File: src/hdl/osc_pkg.sv
`default_nettype none

package osc_pkg;

  // Field widths
  localparam int OP_W   = 2;
  localparam int KIND_W = 2;
  localparam int ID_W   = 64;
  localparam int VER_W  = 16;
  localparam int LAT_W  = 31;
  localparam int LON_W  = 32;
  localparam int SLOT_W = 4;
  localparam int CNT_W  = 32;
  localparam int DV_W   = 5;

  // Opcodes
  localparam logic [OP_W-1:0] OP_RECORD = 2'd0;
  localparam logic [OP_W-1:0] OP_READ   = 2'd1;
  localparam logic [OP_W-1:0] OP_CLEAR  = 2'd2;

  // Object kinds
  localparam logic [KIND_W-1:0] KIND_NODE = 2'd0;
  localparam logic [KIND_W-1:0] KIND_WAY  = 2'd1;

  // Initial extremes
  localparam logic signed [ID_W-1:0]  ID_INIT_LOW    = 64'sh7FFF_FFFF_FFFF_FFFF;
  localparam logic signed [ID_W-1:0]  ID_INIT_HIGH   = 64'sh8000_0000_0000_0000;
  localparam logic signed [LAT_W-1:0] LAT_INIT_NORTH = -31'sd900000000;
  localparam logic signed [LAT_W-1:0] LAT_INIT_SOUTH = 31'sd900000000;
  localparam logic signed [LON_W-1:0] LON_INIT_WEST  = 32'sd1800000000;
  localparam logic signed [LON_W-1:0] LON_INIT_EAST  = -32'sd1800000000;

  // Running statistics
  typedef struct packed {
    logic [CNT_W-1:0]        node_total;
    logic [CNT_W-1:0]        way_total;
    logic signed [ID_W-1:0]  node_id_low;
    logic signed [ID_W-1:0]  node_id_high;
    logic signed [ID_W-1:0]  way_id_low;
    logic signed [ID_W-1:0]  way_id_high;
    logic signed [LAT_W-1:0] lat_north;
    logic signed [LON_W-1:0] lon_west;
    logic signed [LAT_W-1:0] lat_south;
    logic signed [LON_W-1:0] lon_east;
  } stats_t;

  // Token that walks the version cell chain
  typedef struct packed {
    logic              vld;
    logic [OP_W-1:0]   op;
    logic [VER_W-1:0]  ver;
    logic [SLOT_W-1:0] slot;
    logic              found;
    logic              inserted;
    logic [VER_W-1:0]  entry;
  } tok_t;

endpackage

`default_nettype wire

File: src/hdl/object_stats_collector.sv
// Each item walks the full chain of version cells, one cell per cycle; a new
// item is taken only once the last result has moved to the output register.
// A finished result waits in the output register while the next item runs.
// Reset (rst, synchronous) restores all counts and extremes and empties
// the version set; slot contents stay undefined until written.
`default_nettype none

module object_stats_collector import osc_pkg::*; #(
  parameter int VERSION_SLOTS = 16
) (
  input  wire logic                    clk,
  input  wire logic                    rst,
  input  wire logic                    in_valid,
  output logic                         in_ready,
  input  wire logic [OP_W-1:0]         opcode,
  input  wire logic [KIND_W-1:0]       obj_kind,
  input  wire logic signed [ID_W-1:0]  obj_id,
  input  wire logic [VER_W-1:0]        obj_version,
  input  wire logic signed [LAT_W-1:0] lat_e7,
  input  wire logic signed [LON_W-1:0] lon_e7,
  input  wire logic [SLOT_W-1:0]       slot_index,
  output logic                         out_valid,
  input  wire logic                    out_ready,
  output logic [CNT_W-1:0]             node_count,
  output logic [CNT_W-1:0]             way_count,
  output logic signed [ID_W-1:0]       min_node_id,
  output logic signed [ID_W-1:0]       max_node_id,
  output logic signed [ID_W-1:0]       min_way_id,
  output logic signed [ID_W-1:0]       max_way_id,
  output logic signed [LAT_W-1:0]      north_lat,
  output logic signed [LON_W-1:0]      west_lon,
  output logic signed [LAT_W-1:0]      south_lat,
  output logic signed [LON_W-1:0]      east_lon,
  output logic [DV_W-1:0]              distinct_versions,
  output logic [VER_W-1:0]             version_entry
);

  localparam int FILL_W = $clog2(VERSION_SLOTS + 1);
  localparam logic [FILL_W-1:0] FILL_MAX = FILL_W'(VERSION_SLOTS);
  localparam logic [DV_W-1:0]   DV_MAX   = '1;

  logic              accept;
  logic              busy;
  logic              load;
  logic              pend_valid;
  logic [VER_W-1:0]  pend_entry;
  logic [FILL_W-1:0] fill;
  logic [DV_W-1:0]   fill_sat;
  stats_t            st;
  tok_t              chain [VERSION_SLOTS+1];
  tok_t              tok_exit;
  logic [VERSION_SLOTS-1:0] cell_vld;

  assign accept   = in_valid && in_ready;
  assign in_ready = !busy;
  assign load     = pend_valid && (!out_valid || out_ready);
  assign tok_exit = chain[VERSION_SLOTS];

  // Statistics registers, updated as the item is taken
  osc_stats u_stats (
    .clk      (clk),
    .rst      (rst),
    .upd      (accept),
    .opcode   (opcode),
    .obj_kind (obj_kind),
    .obj_id   (obj_id),
    .lat_e7   (lat_e7),
    .lon_e7   (lon_e7),
    .st       (st)
  );

  // Token launched into the first cell
  always_comb begin
    chain[0].vld      = accept;
    chain[0].op       = opcode;
    chain[0].ver      = obj_version;
    chain[0].slot     = slot_index;
    chain[0].found    = 1'b0;
    chain[0].inserted = 1'b0;
    chain[0].entry    = '0;
  end

  // Row of version cells
  for (genvar k = 0; k < VERSION_SLOTS; k++) begin : g_cell
    osc_cell #(
      .IDX    (k),
      .FILL_W (FILL_W)
    ) u_cell (
      .clk     (clk),
      .rst     (rst),
      .fill    (fill),
      .tok_in  (chain[k]),
      .tok_out (chain[k+1])
    );
    assign cell_vld[k] = chain[k+1].vld;
  end

  // Version set fill level
  always_ff @(posedge clk) begin
    if (rst) begin
      fill <= '0;
    end else if (accept && (opcode == OP_CLEAR)) begin
      fill <= '0;
    end else if (tok_exit.vld && tok_exit.inserted) begin
      fill <= fill + 1'b1;
    end
  end

  assign fill_sat = (32'(fill) > 32'(DV_MAX)) ? DV_MAX : DV_W'(fill);

  // Item tracking and held chain result
  always_ff @(posedge clk) begin
    if (rst) begin
      busy       <= 1'b0;
      pend_valid <= 1'b0;
    end else begin
      if (accept) begin
        busy <= 1'b1;
      end else if (load) begin
        busy <= 1'b0;
      end
      if (tok_exit.vld) begin
        pend_valid <= 1'b1;
      end else if (load) begin
        pend_valid <= 1'b0;
      end
    end
  end

  always_ff @(posedge clk) begin
    if (tok_exit.vld) begin
      pend_entry <= tok_exit.entry;
    end
  end

  // Output register
  always_ff @(posedge clk) begin
    if (rst) begin
      out_valid <= 1'b0;
    end else if (load) begin
      out_valid <= 1'b1;
    end else if (out_ready) begin
      out_valid <= 1'b0;
    end
  end

  always_ff @(posedge clk) begin
    if (load) begin
      node_count        <= st.node_total;
      way_count         <= st.way_total;
      min_node_id       <= st.node_id_low;
      max_node_id       <= st.node_id_high;
      min_way_id        <= st.way_id_low;
      max_way_id        <= st.way_id_high;
      north_lat         <= st.lat_north;
      west_lon          <= st.lon_west;
      south_lat         <= st.lat_south;
      east_lon          <= st.lon_east;
      distinct_versions <= fill_sat;
      version_entry     <= pend_entry;
    end
  end

  // At most one token in the chain at a time
  a_one_token: assert property (@(posedge clk) disable iff (rst)
    $onehot0(cell_vld))
    else $error("more than one token in version chain");

  // A token never leaves the chain while a result is still held
  a_exit_free: assert property (@(posedge clk) disable iff (rst)
    tok_exit.vld |-> !pend_valid)
    else $error("chain result overwrote held result");

  // Fill level stays within the slot count
  a_fill_range: assert property (@(posedge clk) disable iff (rst)
    fill <= FILL_MAX)
    else $error("version fill beyond slot count");

  // Results are only loaded for an item in flight
  a_load_busy: assert property (@(posedge clk) disable iff (rst)
    load |-> busy)
    else $error("result loaded with no item in flight");

  // A chain token exists only while an item is in flight
  a_token_busy: assert property (@(posedge clk) disable iff (rst)
    (|cell_vld) |-> busy)
    else $error("token in chain with no item in flight");

endmodule

`default_nettype wire

File: src/hdl/osc_cell.sv
`default_nettype none

module osc_cell import osc_pkg::*; #(
  parameter int IDX    = 0,
  parameter int FILL_W = 5
) (
  input  wire logic              clk,
  input  wire logic              rst,
  input  wire logic [FILL_W-1:0] fill,
  input  wire tok_t              tok_in,
  output tok_t                   tok_out
);

  localparam logic [FILL_W-1:0] POS     = FILL_W'(IDX);
  localparam bit                SLOT_OK = (IDX < (1 << SLOT_W));
  localparam logic [SLOT_W-1:0] SLOT_ID = SLOT_W'(IDX);

  logic [VER_W-1:0] value;
  logic             live;
  logic             hit;
  logic             put;
  tok_t             tok_next;

  // Local compare against the stored version
  assign live = POS < fill;
  assign hit  = tok_in.vld && (tok_in.op == OP_RECORD) && live && (value == tok_in.ver);
  assign put  = tok_in.vld && (tok_in.op == OP_RECORD) && !tok_in.found && (POS == fill);

  always_comb begin
    tok_next = tok_in;
    if (hit) begin
      tok_next.found = 1'b1;
    end
    if (put) begin
      tok_next.inserted = 1'b1;
    end
    if (tok_in.vld && (tok_in.op == OP_READ) && live && SLOT_OK && (tok_in.slot == SLOT_ID)) begin
      tok_next.entry = value;
    end
  end

  // Slot storage, written when a new version lands here; a clear frees it again
  always_ff @(posedge clk) begin
    if (put) begin
      value <= tok_in.ver;
    end
  end

  // Hand the token to the next cell
  always_ff @(posedge clk) begin
    if (rst) begin
      tok_out.vld <= 1'b0;
    end else begin
      tok_out <= tok_next;
    end
  end

endmodule

`default_nettype wire

File: src/hdl/osc_stats.sv
`default_nettype none

module osc_stats import osc_pkg::*; (
  input  wire logic                    clk,
  input  wire logic                    rst,
  input  wire logic                    upd,
  input  wire logic [OP_W-1:0]         opcode,
  input  wire logic [KIND_W-1:0]       obj_kind,
  input  wire logic signed [ID_W-1:0]  obj_id,
  input  wire logic signed [LAT_W-1:0] lat_e7,
  input  wire logic signed [LON_W-1:0] lon_e7,
  output stats_t                       st
);

  stats_t st_next;

  // Counts, id ranges and bounding box; a clear restores their initial values
  always_comb begin
    st_next = st;
    case (opcode)
      OP_RECORD: begin
        if (obj_kind == KIND_NODE) begin
          if (st.node_total != '1) begin
            st_next.node_total = st.node_total + 1'b1;
          end
          if (lat_e7 > st.lat_north) st_next.lat_north = lat_e7;
          if (lon_e7 < st.lon_west)  st_next.lon_west  = lon_e7;
          if (lat_e7 < st.lat_south) st_next.lat_south = lat_e7;
          if (lon_e7 > st.lon_east)  st_next.lon_east  = lon_e7;
          if (obj_id < st.node_id_low)  st_next.node_id_low  = obj_id;
          if (obj_id > st.node_id_high) st_next.node_id_high = obj_id;
        end else if (obj_kind == KIND_WAY) begin
          if (st.way_total != '1) begin
            st_next.way_total = st.way_total + 1'b1;
          end
          if (obj_id < st.way_id_low)  st_next.way_id_low  = obj_id;
          if (obj_id > st.way_id_high) st_next.way_id_high = obj_id;
        end
      end
      OP_CLEAR: begin
        st_next.node_total   = '0;
        st_next.way_total    = '0;
        st_next.node_id_low  = ID_INIT_LOW;
        st_next.node_id_high = ID_INIT_HIGH;
        st_next.way_id_low   = ID_INIT_LOW;
        st_next.way_id_high  = ID_INIT_HIGH;
        st_next.lat_north    = LAT_INIT_NORTH;
        st_next.lon_west     = LON_INIT_WEST;
        st_next.lat_south    = LAT_INIT_SOUTH;
        st_next.lon_east     = LON_INIT_EAST;
      end
      default: begin
        st_next = st;
      end
    endcase
  end

  always_ff @(posedge clk) begin
    if (rst) begin
      st.node_total   <= '0;
      st.way_total    <= '0;
      st.node_id_low  <= ID_INIT_LOW;
      st.node_id_high <= ID_INIT_HIGH;
      st.way_id_low   <= ID_INIT_LOW;
      st.way_id_high  <= ID_INIT_HIGH;
      st.lat_north    <= LAT_INIT_NORTH;
      st.lon_west     <= LON_INIT_WEST;
      st.lat_south    <= LAT_INIT_SOUTH;
      st.lon_east     <= LON_INIT_EAST;
    end else if (upd) begin
      st <= st_next;
    end
  end

endmodule

`default_nettype wire

File: config.mk
export PLATFORM = sky130hd
export DESIGN_NAME = object_stats_collector
export DESIGN_NICKNAME = d
export VERILOG_FILES = /design/src/hdl/osc_pkg.sv /design/src/hdl/object_stats_collector.sv /design/src/hdl/osc_cell.sv /design/src/hdl/osc_stats.sv
export SDC_FILE = /design/constraint.sdc
export NUM_CORES = 2
export LEC_CHECK = 0
export BUFFER_PORTS_ARGS = -buffer_cell sky130_fd_sc_hd__buf_2
export CAP_MARGIN = 25
export CORE_MARGIN = 1.5
export CORE_UTILIZATION = 45
export DETAILED_ROUTE_END_ITERATION = 16
export PLACE_DENSITY_LB_ADDON = 0.08
export SYNTH_ARGS = -nofsm -noshare
export SYNTH_HDL_FRONTEND = slang
export SYNTH_HIERARCHICAL = 1
export SYNTH_SLANG_ARGS = --single-unit
File: constraint.sdc
create_clock -name clk -period 35.6 [get_ports clk]
set_input_delay 3.56 -clock clk [delete_from_list [all_inputs] [get_ports clk]]
set_output_delay 3.56 -clock clk [all_outputs]
set_load 0.01 [all_outputs]
# Word level (Yosys, flattened, before mapping)
# Index checks and enable logic that the tools add are counted.
# classes
n_addsub	3
mul	0
div	0
magnitude_cmp	24
eq_ne	78
shift	0
n_mux	40
bitwise_logic	0
reduce_logical	181
# ops
operator	n
446-bit case mux with 2 select lines	1
128-bit 2-to-1 mux	3
64-bit 2-to-1 mux	4
16-bit equality test	15
16-bit 2-to-1 mux	15
32-bit 2-to-1 mux	7
1-bit logical AND	129
64-bit > comparator	2
64-bit less-than comparator	2
126-bit 2-to-1 mux	1
32-bit by 1-bit adder with 32-bit output, second input constant	2
32-bit != test, second input constant	2
31-bit 2-to-1 mux	2
4-bit by 5-bit equality test with 1-bit output, first input constant	8
4-bit by 5-bit less-than comparator with 1-bit output, first input constant	8
2-bit by 1-bit equality test with 1-bit output, second input constant	17
2-bit zero test	17
4-bit equality test, second input constant	8
32-bit > comparator	1
32-bit less-than comparator	1
31-bit > comparator	1
31-bit less-than comparator	1
4-bit AND reduction	7
2-bit != test, second input constant	13
other kinds (19)	59
# totals
ff_bits	1826
latchBits	0
ramBits	0
rom_bits	0
mem_count	0

# Logic depth before layout (Yosys ltp)
# depth
word_depth	6
mapped_depth	13
mapped_depth_nobuf	11

# By module
# Netlist, hierarchy kept.
# modules_own_cells
module	instances	cells_each	area_per_inst_um2	seq_area_each_um2
osc_stats	1	3197	26740.6	8928.6
object_stats_collector	1	522	14831.7	14664.1
osc_cell at g_cell[10].u_cell	1	109	2228.4	1701.6
osc_cell at g_cell[2].u_cell	1	110	2219.6	1701.6
osc_cell at g_cell[7].u_cell	1	108	2219.6	1701.6
osc_cell at g_cell[8].u_cell	1	108	2217.1	1701.6
osc_cell at g_cell[9].u_cell	1	108	2212.1	1701.6
osc_cell at g_cell[11].u_cell	1	109	2210.9	1701.6
osc_cell at g_cell[4].u_cell	1	111	2210.9	1701.6
osc_cell at g_cell[12].u_cell	1	110	2205.9	1701.6
osc_cell at g_cell[13].u_cell	1	107	2205.9	1701.6
osc_cell at g_cell[0].u_cell	1	107	2202.1	1701.6
osc_cell at g_cell[1].u_cell	1	107	2194.6	1701.6
osc_cell at g_cell[5].u_cell	1	106	2168.3	1701.6
4 more rows	--	--	--	--

# Least setup slack after synthesis
# Ideal clock, no wire load.
# synth_path
path_kind	input-to-reg
startpoint	input out_ready
endpoint	register busy
setup_time_ns	0.932
arrival_time_ns	25.147
required_time_ns	34.668
setup_slack_ns	9.520
cell_stages	3
path_buffers	0
cell_sequence	nor2b_1 nor2b_1 a211oi_1
# synth_via
elab_chain_len	3
# synth_lines
element	line	text
from (decl)	object_stats_collector.sv:23	input wire logic out_ready,
1-bit logical OR	object_stats_collector.sv:56	assign load = pend_valid && (!out_valid || out_ready);
1-bit logical AND	object_stats_collector.sv:56	
net load	object_stats_collector.sv:44	logic load;
2-bit nonzero test (no line)	--	
to (signal assigned)	object_stats_collector.sv:114	busy <= 1'b0;
to (signal assigned)	object_stats_collector.sv:118	busy <= 1'b1;
to (signal assigned)	object_stats_collector.sv:120	busy <= 1'b0;
to (decl)	object_stats_collector.sv:43	logic busy;
# The timed path passes the listed nets, and every way through them passes these cells.
# A chain may end at the register's enable or synchronous reset.

# Worst setup path in the final report
# layout_path
startpoint	input obj_id[1]
endpoint	register u_stats/st[159] (netlist name)
# layout_via
elab_chain_len	3
# layout_lines
element	line	text
from (decl)	object_stats_collector.sv:17	input wire logic signed [ID_W-1:0] obj_id,
64-bit > comparator	osc_stats.sv:37	if (obj_id > st.way_id_high) st_next.way_id_high = obj_id;
2-bit != test (no line)	--	
5-bit AND reduction (no line)	--	
# Every way passes these cells.

==> metrics <==
fin worst setup slack 28.66 ns; pre-CTS WS roughly 28 ns; Iter 0 DRT Violations 3022; Final period util 0.195; cts repair resizes 0; die footprint between 0.15 and 0.2 mm^2; DRT Wirelength between 150 and 200 mm; initial antenna violation count 40; Rows 150; average size of a mapped cell about 14 um^2; GRT overflow 0; Syn-to-layout area delta 15.7%; Mapped Area around 0.076 mm^2; CP arrival roughly 7.7 ns; Die Y between 400 and 500 um; hold buffer count at CTS 0; worst-path fanout max 39; CTS Root Cell clkbuf_16; fin cells 8510; filler instances between 10000 and 15000; chip width slightly above 400 um; DR WL/cell between 20 and 25 um; Fin Setup TNS 0 ns; share of cells above drive strength 1 0.209; Hold Vio Cnt, Final 0; Num Clock Sinks about 1800; outcome complete, no violations; actual slew at the worst max-slew pin between 1 and 1.5 ns; GPL Wtd Cong approximately 0.86; setup violators final 0; fin nets between 6000 and 7000; Post-Syn Instances roughly 5400; CP startpoint kind input pin; clk buf depth 3; starting density of the core 0.453; Port Buffers roughly 620; CP endpoint kind register; CP Data Required Time 36.33 ns; Highest Clock Rate 144 MHz; CTS H-tree lvls 4; post-route antenna net violation count 0; P_leak approximately 0.034 uW; CTS Buf Count between 150 and 200; first-pass GRT wire length approximately 270 mm; placed insts between 8000 and 9000; clk_skew between 0.03 and 0.04 ns; CTS clock-pin slew for the worst setup and hold paths about 0.060 ns; Final Slew Violations 0; vias in the first global route roughly 44000; overall routing resource usage 0.214; Power Dens Cells just over 50 mW/mm^2; Setup CP Type in2reg; hold crit path type reg2reg; total power ~4600 uW; largest net degree at the start of global routing 156; core footprint ~0.17 mm^2; vias per cell 5.21; HPWL Detailed between 100 and 150 mm; synth warn 6; Worst VDD drop roughly 0.000046 V; Slew headroom 0.272; setup bufs post-CTS 0; I/O pins approximately 620; drt pass-1 iters 5; max_cap viols 0; CTS tree built; clk_lat worst skew 0.81 ns; unrepaired setup endpoints after global routing no; drt drc 0; vias approximately 44000; minimum clock period 6.94 ns
==> routing by layer <==
| layer | GRT usage | routed length, um |
|---|---|---|
| met1 | 0.272 | 79700 |
| met2 | 0.343 | 86600 |
| met3 | 0.0655 | 13700 |
| met4 | 0.0793 | 6930 |
| met5 | 0 | 221 |
==> per-stage QoR <==
| step | instance area (um^2) | hold slack [ns] | util |
|---|---|---|---|
| 2_1_floorplan | 75900 | 0.400 | - |
| 3_3_place_gp | 81500 | 0.401 | 0.487 |
| 3_5_place_dp | 81500 | 0.405 | 0.488 |
| 4_1_cts | 87700 | 0.417 | 0.524 |
| 5_1_grt | 87700 | 0.418 | 0.525 |
| 6_report | 87700 | 0.415 | 0.525 |
==> layout by cell type (no fill, tap or decap), types with 37 or more instances in the layout <==
master and count:
edfxtp_1 1356, buf_2 623, dfxtp_1 469, inv_1 411, ha_1 381, a21oi_1 328
nor3_1 276, clkbuf_16 192, nor2_1 187, xnor2_1 178, mux2i_1 166, nand2b_1 151
mux2_2 146, nand2_1 130, nand4_1 118, xor2_1 117, mux2_4 110, o21ai_0 99
nand3_1 92, buf_4 66, nand3b_1 65, a21o_1 57, clkbuf_1 49, nor4_1 37
==> flip-flops by register name (all words and copies together) (netlist names), 16 cells and up <==
register,flops
east_lon,32
g_cell.u_cell/tok_out,633
g_cell.u_cell/value,256
max_node_id,64
max_way_id,64
min_node_id,64
min_way_id,64
node_count,32
north_lat,31
pend_entry,16
south_lat,31
u_stats/st,446
version_entry,16
way_count,32
west_lon,32
==> area by class of cell <==
class                   instances  area [um^2]  area share
diodes                         13         32.5    0.000371
clock buffers                 262         5280      0.0601
multi-input cells            3005        23400       0.267
well taps                    2204         2760      0.0314
clock inverters                92          862     0.00982
inverters                     411         1540      0.0176
repair buffers                697         3720      0.0424
flip-flops and latches       1826        50100       0.571
==> power breakdown <==
| group | internal (uW) | switching (uW) | leakage [uW] |
|---|---|---|---|
| logic | 91.0 | 139 | 0.0145 |
| clock network | 1110 | 833 | 0.00302 |
| registers | 2340 | 38.1 | 0.0166 |
==> path summary, 6_finish.rpt <==
check        slack (ns)                         end  cells past startpoint                           from
min reg2reg        0.42  g_cell[15].u_cell/value[2]                      0  g_cell[14].u_cell/tok_out[24]
min                0.42  g_cell[15].u_cell/value[2]                      0  g_cell[14].u_cell/tok_out[24]
max               28.66             u_stats/st[159]                     12                      obj_id[1]
max reg2reg       31.20             u_stats/st[159]                     12                u_stats/st[127]
==> critical path, stage by stage <==
cell	delay, ns
buf_2	0.15
ha_1	0.31
nor2b_1	0.13
o211ai_1	0.34
a21oi_1	0.12
a211oi_1	0.58
o21ai_0	0.22
nor4_1	0.35
mux2i_1	0.24
and2_4	0.57
buf_4	0.74
mux2i_1	0.27
(Power assumes the default switching activity.)
